**src/psio_pkg.sv**
```systemverilog
// psio_pkg: types, codes and constants for the joypad serial port controller
// used by psio_step, psio_state and pad_serial_port_controller; no dependencies
`default_nettype none

package psio_pkg;

    // tick scaling of the baud register
    localparam int unsigned TICKS_PER_BAUD_UNIT = 8;
    localparam int unsigned TICK_SHIFT          = $clog2(TICKS_PER_BAUD_UNIT);

    localparam int unsigned TIMER_W = 20;
    localparam int unsigned DELAY_W = 12;
    localparam int unsigned CFG_IDX_W = 1;

    // command codes
    localparam logic [1:0] CMD_READ  = 2'd0;
    localparam logic [1:0] CMD_WRITE = 2'd1;
    localparam logic [1:0] CMD_TICK  = 2'd2;

    // register offsets
    localparam logic [3:0] ADDR_DATA = 4'h0;
    localparam logic [3:0] ADDR_STAT = 4'h4;
    localparam logic [3:0] ADDR_MODE = 4'h8;
    localparam logic [3:0] ADDR_CTRL = 4'hA;
    localparam logic [3:0] ADDR_BAUD = 4'hE;

    // control bit positions
    localparam int unsigned CTRL_TXEN     = 0;
    localparam int unsigned CTRL_SEL      = 1;
    localparam int unsigned CTRL_RXEN     = 2;
    localparam int unsigned CTRL_ACK      = 4;
    localparam int unsigned CTRL_RST      = 6;
    localparam int unsigned CTRL_TXIE     = 10;
    localparam int unsigned CTRL_RXIE     = 11;
    localparam int unsigned CTRL_ACKIE    = 12;
    localparam int unsigned CTRL_PORT_SEL = 13;

    // stat bit positions
    localparam int unsigned STAT_TX_RDY  = 0;
    localparam int unsigned STAT_RX_NE   = 1;
    localparam int unsigned STAT_TX_DONE = 2;
    localparam int unsigned STAT_ACK     = 7;
    localparam int unsigned STAT_INTR    = 9;

    // configuration register indexes
    localparam logic [CFG_IDX_W-1:0] CFG_IDX_PAD  = 1'd0;
    localparam logic [CFG_IDX_W-1:0] CFG_IDX_CARD = 1'd1;

    localparam logic [DELAY_W-1:0] ACK_DELAY_PAD_RST  = 12'd450;
    localparam logic [DELAY_W-1:0] ACK_DELAY_CARD_RST = 12'd170;

    localparam logic [7:0]  RX_EMPTY_BYTE = 8'hFF;
    localparam logic [31:0] RD_UNKNOWN    = 32'hFFFF_FFFF;

    typedef enum logic [1:0] {
        PH_IDLE = 2'd0,
        PH_XMIT = 2'd1,
        PH_WAIT = 2'd2
    } phase_t;

    typedef struct packed {
        logic [1:0]  cmd;
        logic [3:0]  bus_addr;
        logic [31:0] write_data;
        logic [7:0]  device_byte;
        logic        device_ack;
        logic        device_is_card;
    } in_item_t;

    typedef struct packed {
        logic [31:0] read_data;
        logic        irq_line;
        logic        shift_start;
        logic [7:0]  shift_byte;
        logic        port_slot;
        logic        deselect_pulse;
        logic        busy_res;
    } out_item_t;

    typedef struct packed {
        logic [DELAY_W-1:0] ack_delay_pad;
        logic [DELAY_W-1:0] ack_delay_card;
    } cfg_t;

    typedef struct packed {
        phase_t             phase;
        logic [TIMER_W-1:0] event_timer;
        logic [15:0]        control;
        logic [15:0]        mode;
        logic [15:0]        baud;
        logic               ack_seen;
        logic               intr_flag;
        logic               irq_level;
        logic [7:0]         rx_byte;
        logic               rx_full;
        logic [7:0]         tx_hold;
        logic               tx_full;
        logic [7:0]         tx_shift;
    } state_t;

    localparam state_t STATE_RESET = '{
        phase:       PH_IDLE,
        event_timer: '0,
        control:     '0,
        mode:        '0,
        baud:        '0,
        ack_seen:    1'b0,
        intr_flag:   1'b0,
        irq_level:   1'b0,
        rx_byte:     '0,
        rx_full:     1'b0,
        tx_hold:     '0,
        tx_full:     1'b0,
        tx_shift:    '0
    };

    localparam cfg_t CFG_RESET = '{
        ack_delay_pad:  ACK_DELAY_PAD_RST,
        ack_delay_card: ACK_DELAY_CARD_RST
    };

endpackage

`default_nettype wire

```
**src/psio_step.sv**
```systemverilog
// psio_step: next-state and result logic for one bus access or tick
// depends on psio_pkg
`default_nettype none

module psio_step (
    input  psio_pkg::state_t   cur_state,
    input  psio_pkg::cfg_t     cfg,
    input  psio_pkg::in_item_t item,
    output psio_pkg::state_t   next_state,
    output psio_pkg::out_item_t result
);
    import psio_pkg::*;

    function automatic logic can_send(input state_t st);
        return st.tx_full && st.control[CTRL_SEL] && st.control[CTRL_TXEN];
    endfunction

    function automatic state_t begin_send(input state_t st);
        state_t s;
        s = st;
        s.control[CTRL_RXEN] = 1'b1;
        s.tx_shift    = s.tx_hold;
        s.tx_full     = 1'b0;
        s.phase       = PH_XMIT;
        s.event_timer = TIMER_W'({s.baud, TICK_SHIFT'(0)});
        return s;
    endfunction

    // completes the pending byte or ack wait
    function automatic state_t fire_event(input state_t st, input in_item_t it,
                                          input cfg_t cf, output logic started);
        state_t s;
        s = st;
        started = 1'b0;
        if (s.phase == PH_XMIT) begin
            s.control[CTRL_RXEN] = 1'b1;
            s.rx_byte = it.device_byte;
            s.rx_full = 1'b1;
            if (s.control[CTRL_RXIE]) begin
                s.intr_flag = 1'b1;
                s.irq_level = 1'b1;
            end
            if (!it.device_ack) begin
                s.phase = PH_IDLE;
            end else begin
                s.phase       = PH_WAIT;
                s.event_timer = it.device_is_card ? TIMER_W'(cf.ack_delay_card)
                                                  : TIMER_W'(cf.ack_delay_pad);
            end
        end else begin
            s.ack_seen = 1'b1;
            if (s.control[CTRL_ACKIE]) begin
                s.intr_flag = 1'b1;
                s.irq_level = 1'b1;
            end
            s.phase = PH_IDLE;
            if (can_send(s)) begin
                s = begin_send(s);
                started = 1'b1;
            end
        end
        return s;
    endfunction

    always_comb begin
        state_t      s;
        logic        st_start;
        logic        st_desel;
        logic        fired;
        logic [31:0] rd;
        logic [7:0]  v;

        s        = cur_state;
        st_start = 1'b0;
        st_desel = 1'b0;
        fired    = 1'b0;
        rd       = '0;
        v        = '0;

        unique case (item.cmd)
            CMD_READ: begin
                unique case (item.bus_addr)
                    ADDR_DATA: begin
                        if (s.phase != PH_IDLE) begin
                            s = fire_event(s, item, cfg, fired);
                            st_start = st_start | fired;
                        end
                        v = s.rx_full ? s.rx_byte : RX_EMPTY_BYTE;
                        s.rx_full = 1'b0;
                        rd = {4{v}};
                    end
                    ADDR_STAT: begin
                        if (s.phase != PH_IDLE) begin
                            s = fire_event(s, item, cfg, fired);
                            st_start = st_start | fired;
                        end
                        rd[STAT_TX_RDY]  = !s.tx_full;
                        rd[STAT_RX_NE]   = s.rx_full;
                        rd[STAT_TX_DONE] = !s.tx_full && (s.phase != PH_XMIT);
                        rd[STAT_ACK]     = s.ack_seen;
                        rd[STAT_INTR]    = s.intr_flag;
                        s.ack_seen = 1'b0;
                    end
                    ADDR_MODE: rd = 32'(s.mode);
                    ADDR_CTRL: rd = 32'(s.control);
                    ADDR_BAUD: rd = 32'(s.baud);
                    default:   rd = RD_UNKNOWN;
                endcase
            end
            CMD_WRITE: begin
                unique case (item.bus_addr)
                    ADDR_DATA: begin
                        s.tx_hold = item.write_data[7:0];
                        s.tx_full = 1'b1;
                        if (s.control[CTRL_TXIE]) begin
                            s.intr_flag = 1'b1;
                            s.irq_level = 1'b1;
                        end
                        if (s.phase == PH_IDLE && can_send(s)) begin
                            s = begin_send(s);
                            st_start = 1'b1;
                        end
                    end
                    ADDR_CTRL: begin
                        s.control = item.write_data[15:0];
                        if (s.control[CTRL_RST]) begin
                            s.phase     = PH_IDLE;
                            s.control   = '0;
                            s.mode      = '0;
                            s.ack_seen  = 1'b0;
                            s.intr_flag = 1'b0;
                            s.rx_byte   = '0;
                            s.rx_full   = 1'b0;
                            s.tx_hold   = '0;
                            s.tx_full   = 1'b0;
                            st_desel    = 1'b1;
                        end
                        if (s.control[CTRL_ACK]) begin
                            s.intr_flag = 1'b0;
                            s.irq_level = 1'b0;
                        end
                        if (!s.control[CTRL_SEL]) begin
                            st_desel = 1'b1;
                        end
                        if (!s.control[CTRL_SEL] || !s.control[CTRL_TXEN]) begin
                            s.phase = PH_IDLE;
                        end else if (s.phase == PH_IDLE && can_send(s)) begin
                            s = begin_send(s);
                            st_start = 1'b1;
                        end
                    end
                    ADDR_MODE: s.mode = item.write_data[15:0];
                    ADDR_BAUD: s.baud = item.write_data[15:0];
                    default: ;
                endcase
            end
            CMD_TICK: begin
                if (s.phase != PH_IDLE) begin
                    if (s.event_timer <= TIMER_W'(1)) begin
                        s = fire_event(s, item, cfg, fired);
                        st_start = st_start | fired;
                    end else begin
                        s.event_timer = s.event_timer - TIMER_W'(1);
                    end
                end
            end
            default: ;
        endcase

        next_state            = s;
        result.read_data      = rd;
        result.irq_line       = s.irq_level;
        result.shift_start    = st_start;
        result.shift_byte     = s.tx_shift;
        result.port_slot      = s.control[CTRL_PORT_SEL];
        result.deselect_pulse = st_desel;
        result.busy_res       = (s.phase != PH_IDLE);
    end

endmodule

`default_nettype wire

```
**src/psio_state.sv**
```systemverilog
// psio_state: port state registers and the two ack delay registers
// depends on psio_pkg
`default_nettype none

module psio_state (
    input  logic                                aclk,
    input  logic                                aresetn,
    input  logic                                upd_en,
    input  psio_pkg::state_t                    state_next,
    input  logic                                cfg_wr_en,
    input  logic [psio_pkg::CFG_IDX_W-1:0]      cfg_index,
    input  logic [psio_pkg::DELAY_W-1:0]        cfg_wr_data,
    output psio_pkg::state_t                    state_reg,
    output psio_pkg::cfg_t                      cfg_reg
);
    import psio_pkg::*;

    always_ff @(posedge aclk) begin
        if (!aresetn) begin
            state_reg <= STATE_RESET;
        end else if (upd_en) begin
            state_reg <= state_next;
        end
    end

    always_ff @(posedge aclk) begin
        if (!aresetn) begin
            cfg_reg <= CFG_RESET;
        end else if (cfg_wr_en) begin
            unique case (cfg_index)
                CFG_IDX_PAD:  cfg_reg.ack_delay_pad  <= cfg_wr_data;
                CFG_IDX_CARD: cfg_reg.ack_delay_card <= cfg_wr_data;
                default: ;
            endcase
        end
    end

endmodule

`default_nettype wire

```
**src/pad_serial_port_controller.sv**
```systemverilog
// pad_serial_port_controller: top level of the joypad serial port
// depends on psio_pkg, psio_step and psio_state
`default_nettype none

// channel   direction  handshake            payload
// s_        in         s_valid / s_ready    psio_pkg::in_item_t  (bus access or tick)
// m_        out        m_valid / m_ready    psio_pkg::out_item_t (one result per item)
// cfg_      in         cfg_wr_en            cfg_index, cfg_wr_data (ack delays)
//
// one item per cycle sustained while m_ready holds; path: input register, then the
// step logic into the result register, where the port state is updated too
// the step logic is a single pass of register updates and compares per item
// reset is synchronous on aresetn low, no clearing pass
// a stalled result holds in the result register; the input register keeps
// taking one more transfer, then s_ready drops until m_ready returns

module pad_serial_port_controller (
    input  logic                            aclk,
    input  logic                            aresetn,

    input  logic                            s_valid,
    output logic                            s_ready,
    input  psio_pkg::in_item_t              s_data,

    output logic                            m_valid,
    input  logic                            m_ready,
    output psio_pkg::out_item_t             m_data,

    input  logic                            cfg_wr_en,
    input  logic [psio_pkg::CFG_IDX_W-1:0]  cfg_index,
    input  logic [psio_pkg::DELAY_W-1:0]    cfg_wr_data
);
    import psio_pkg::*;

    // input stage
    in_item_t  in_item_reg;
    logic      in_valid_reg;

    // result stage
    out_item_t out_item_reg;
    logic      out_valid_reg;

    // step logic wiring
    state_t    state_reg;
    state_t    state_next;
    cfg_t      cfg_reg;
    out_item_t step_result;

    logic      advance;

    // the held item moves on when the result register is free or being emptied
    assign advance = in_valid_reg && (!out_valid_reg || m_ready);
    assign s_ready = !in_valid_reg || advance;

    always_ff @(posedge aclk) begin
        if (!aresetn) begin
            in_valid_reg <= 1'b0;
        end else if (s_ready) begin
            in_valid_reg <= s_valid;
        end
    end

    // payload only, no reset needed
    always_ff @(posedge aclk) begin
        if (s_valid && s_ready) begin
            in_item_reg <= s_data;
        end
    end

    psio_step u_step (
        .cur_state  (state_reg),
        .cfg        (cfg_reg),
        .item       (in_item_reg),
        .next_state (state_next),
        .result     (step_result)
    );

    // port state commits when the item leaves the input stage
    psio_state u_state (
        .aclk        (aclk),
        .aresetn     (aresetn),
        .upd_en      (advance),
        .state_next  (state_next),
        .cfg_wr_en   (cfg_wr_en),
        .cfg_index   (cfg_index),
        .cfg_wr_data (cfg_wr_data),
        .state_reg   (state_reg),
        .cfg_reg     (cfg_reg)
    );

    always_ff @(posedge aclk) begin
        if (!aresetn) begin
            out_valid_reg <= 1'b0;
        end else if (advance) begin
            out_valid_reg <= 1'b1;
        end else if (m_ready) begin
            out_valid_reg <= 1'b0;
        end
    end

    always_ff @(posedge aclk) begin
        if (advance) begin
            out_item_reg <= step_result;
        end
    end

    assign m_valid = out_valid_reg;
    assign m_data  = out_item_reg;

    // a transfer or ack wait only runs with select and tx enable both set
    a_busy_needs_sel: assert property (@(posedge aclk) disable iff (!aresetn)
        (state_reg.phase != PH_IDLE) |->
            (state_reg.control[CTRL_SEL] && state_reg.control[CTRL_TXEN]))
        else $error("port busy without select and tx enable");

    // every item leaving the input stage shows up as a result
    a_advance_gives_result: assert property (@(posedge aclk) disable iff (!aresetn)
        advance |=> m_valid)
        else $error("item lost between input and result stage");

    // a started byte always leaves the port busy
    a_start_is_busy: assert property (@(posedge aclk) disable iff (!aresetn)
        (m_valid && m_data.shift_start) |-> m_data.busy_res)
        else $error("shift start reported while port idle");

endmodule

`default_nettype wire
```
**config.mk**
```make
export PLATFORM = sky130hd
export DESIGN_NAME = pad_serial_port_controller
export DESIGN_NICKNAME = d
export VERILOG_FILES = /design/src/psio_pkg.sv /design/src/psio_step.sv /design/src/psio_state.sv /design/src/pad_serial_port_controller.sv
export SDC_FILE = /design/constraint.sdc
export NUM_CORES = 1
export LEC_CHECK = 0
export BUFFER_PORTS_ARGS = -buffer_cell sky130_fd_sc_hd__buf_4
export CORE_AREA = 2 2 143 159
export DETAILED_ROUTE_END_ITERATION = 10
export DIE_AREA = 0 0 145 161
export GPL_TIMING_DRIVEN = 1
export SYNTH_ARGS = -nofsm -noshare
export SYNTH_HDL_FRONTEND = slang
export SYNTH_SLANG_ARGS = --single-unit
```
**constraint.sdc**
```tcl
create_clock -name aclk -period 4.15 [get_ports aclk]
set_input_delay 0.415 -clock aclk [delete_from_list [all_inputs] [get_ports aclk]]
set_output_delay 0.415 -clock aclk [all_outputs]
set_load 0.02 [all_outputs]
```
==> impl_metrics.py <==
metrics = {
    "status": {
        "outcome": "finished, final reports clean",
    },
    "yosys": {
        "syn_inst": 1037,
        "yosysWarnings": 0,
        "yosys.area.top_type": "dfxtp_1",
        "synthesis.nets": 1105,
        "synth_top_flop_cell": "dfxtp_1",
        "ys_ff_latch": 193,
        "synth_commonest_cells": "127 x nand2_1, 124 x dfxtp_1, 117 x a21oi_1",
        "synth.most_common_cell": "nand2_1",
        "async_flop_share_pct": 0,
        "synth_area_um2": 9443,
        "seq_area_frac_synth_pct": 48.23,
        "avgSynthCellArea_um2": 9.106,
        "ys_top_cells_by_area": "dfxtp_1 26%, edfxtp_1 22%, a21oi_1 6.2%",
        "yosysUniqueCellTypes": 80,
        "synth_top_area_share_pct": 26.29,
        "synth_edf_count": 69,
    },
    "routing": {
        "first_pass_iters": 6,
        "avgRoutedWirePerCell_um": 21.52,
        "num_vias": 8628,
        "drtAntennaViolNets": 0,
        "drc": 0,
        "vias_per_cell": 6.150,
        "drt-initial-drc-count": 1010,
        "wirelength_um": 30190,
    },
    "clocking": {
        "cts_hold_buf": 0,
        "post-cts-setup-buffer-count": 0,
        "numCtsBuffers": 17,
        "root_buffer": "clkbuf_16",
        "cts_buffer_depth": 2,
        "cts-resized-gates": 0,
        "cts.sinks": 193,
        "cts_tree": "built",
        "path_clk_slew_ns": 0.08,
        "insertion_delay_ns": 0.44,
        "htree_levels": 4,
    },
    "worst_setup_path": {
        "r2r_slack_ns": 1.03,
        "worstPathMaxFanout": 17,
        "r2r-end": "u_state.state_reg[78]",
        "worst-setup-path-type": "flop to flop",
        "path_cells": "or3b_2 > nor3_2 > buf_4 > o21a_1 > o21ai_0 > or4_1 > a31oi_1",
        "crit_arrival_ns": 3.48,
        "critPathCaptureType": "flop",
        "r2r_start": "u_state.state_reg[98]",
        "slowest_delay_ns": 0.60,
        "worstPathRequired_ns": 4.51,
        "slowest_stage": "or3b_2",
        "rr_worst_depth": 7,
        "worstSetupStartpointType": "flop",
    },
    "layout": {
        "area_growth_pct": 16.60,
        "nNetsFinal": 1163,
        "largest_reg_flops": 98,
        "fillCellCount": 2095,
        "stdcell_area_um2": 11010,
        "final_layout_size_suffix_gt1_share_pct": 17.60,
        "antennaDiodeCount": 0,
    },
    "timing": {
        "finalWorstPathRequiredPeriod_ns": 3.118,
        "clock.fmax_mhz": 320.7,
        "tightest_slew_ns": 0.9034,
        "period_share_pct": 75.14,
        "rsz0062_at_grt": "no",
        "hold_viol": 0,
        "skew_ns": 0.01542,
        "slew_headroom_pct": 39.77,
        "maxSlewViolCount": 0,
        "tns_ns": 0,
        "setup_violations": 0,
    },
    "floorplanning": {
        "core_um2": 21750,
        "die-area_um2": 23350,
        "pin_count": 113,
        "die_w_um": 145,
        "rows": 57,
        "start_util_pct": 43.41,
        "fp.dieH_um": 161,
    },
    "pwr": {
        "irDropWorstVdd_mv": 0.2635,
        "clkPwrFrac_pct": 40.6,
        "power_density_nw_per_um2": 367.7,
        "swShare_pct": 26.19,
        "switchingPower_mw": 1.060,
        "p_seq_share_pct": 51.4,
        "combPwrFrac_pct": 8.0,
        "cellLeakagePower_nw": 3.918,
        "p_int_mw": 2.988,
    },
    "global_route": {
        "grt_pass1_wl_um": 46410,
        "grt_start_max_net_pins": 36,
        "antenna_found_initial": 0,
        "grt_overflow": 0,
        "grtUsageTotal_pct": 25.47,
        "grt_pass1_vias": 8206,
    },
    "placement": {
        "hpwl_um": 20970,
        "gp_congestion": 0.9540,
        "port_buffers": 96,
        "placed_area_um2": 10420,
    },
    "job": {
        "max_cap_violations": 0,
    },
    "hold_path": {
        "hold_path_depth": 1,
        "worstHoldStart": "s_data[22]",
        "whs_endpoint": "in_item_reg[22]",
        "worstHoldPathType": "primary input to flop",
    },
}
==> area by class of cell <==
class                           instances  area [um^2]  area share [%]
Clock buffer                           20        456.7           4.148
Clock inverter                         12        138.9           1.261
Inverter                               23        86.33          0.7841
Multi-Input combinational cell        734         4459           40.50
Sequential cell                       193         4554           41.36
Tap cell                              295        369.1           3.352
Timing Repair Buffer                  126        945.9           8.591
==> per-layer routing <==
metal | part of all wire [%] | global-route usage [%]
met5 | 0 | 0
met4 | 4.6 | 13.37
met3 | 6.8 | 4.068
met2 | 46 | 39.55
met1 | 43 | 34.50
==> cell families (layout without fill, tap and decap cells) <==
logic type | Yosys count | after routing | share of synthesized area [%]
fa+ha+maj | 2 | 2 | 0.2650
flops | 193 | 193 | 48.23
buf+inv | 110 | 181 | 4.744
mux | 23 | 23 | 2.597
simple gates | 348 | 348 | 18.17
compound gates | 350 | 350 | 24.98
xor+xnor | 11 | 11 | 1.020
==> critical path, delay by kind of cell (launching register included) <==
family          cells  cell delay (ns)
compound gates      3             1.04
simple gates        3             1.29
buf+inv             1             0.19
flops               1             0.53
==> power groups by stage <==
stage / clock network, mW / registers, mW / logic (mW)
4_1_cts: 1.67 / 2.08 / 0.324
5_1_grt: 1.75 / 2.09 / 0.352
3_5_place_dp: 0 / 2.12 / 0.323
2_1_floorplan: 0 / 2.12 / 0.179
6_report: 1.64 / 2.08 / 0.325
3_3_place_gp: 0 / 2.12 / 0.321
==> metrics by stage <==
stage | hold WS [ns] | power (mW) | setup slack, ns | std cells | utilization (%)
2_1_floorplan | 0.4313 | 2.294 | 1.111 | 1037 | -
3_3_place_gp | 0.4391 | 2.443 | 1.094 | 1371 | 47.88
3_5_place_dp | 0.4431 | 2.445 | 1.107 | 1371 | 47.88
4_1_cts | 0.1306 | 4.076 | 1.094 | 1403 | 50.62
5_1_grt | 0.1271 | 4.187 | 0.7356 | 1403 | 50.62
6_report | 0.1396 | 4.048 | 1.032 | 1403 | 50.62
==> worst max path at each step <==
stage,startpoint,depth (start not counted),slack (ns),endpoint
2_1_floorplan,m_valid,8,1.11,u_state.state_reg[10]
3_3_place_gp,u_state.state_reg[91],6,1.09,u_state.state_reg[24]
3_5_place_dp,u_state.state_reg[91],6,1.11,u_state.state_reg[18]
4_1_cts,u_state.state_reg[91],6,1.09,u_state.state_reg[24]
5_1_grt,u_state.state_reg[91],6,0.74,u_state.state_reg[24]
6_report,u_state.state_reg[98],7,1.03,u_state.state_reg[78]
==> placed cells by master, fill, tap and decap left out, types with 10 or more instances in the layout <==
cell type / n
clkbuf_16: 17
nand3_1: 56
a222oi_1: 16
mux2_2: 12
nor3_1: 27
a21oi_1: 117
nor2_1: 59
a31oi_1: 20
inv_1: 21
edfxtp_1: 69
o21ai_0: 49
a221oi_1: 11
a22o_1: 26
mux2i_1: 11
nor4_1: 10
buf_4: 126
a22oi_1: 20
nand2_1: 127
dfxtp_1: 124
(Power assumes the default switching activity.)
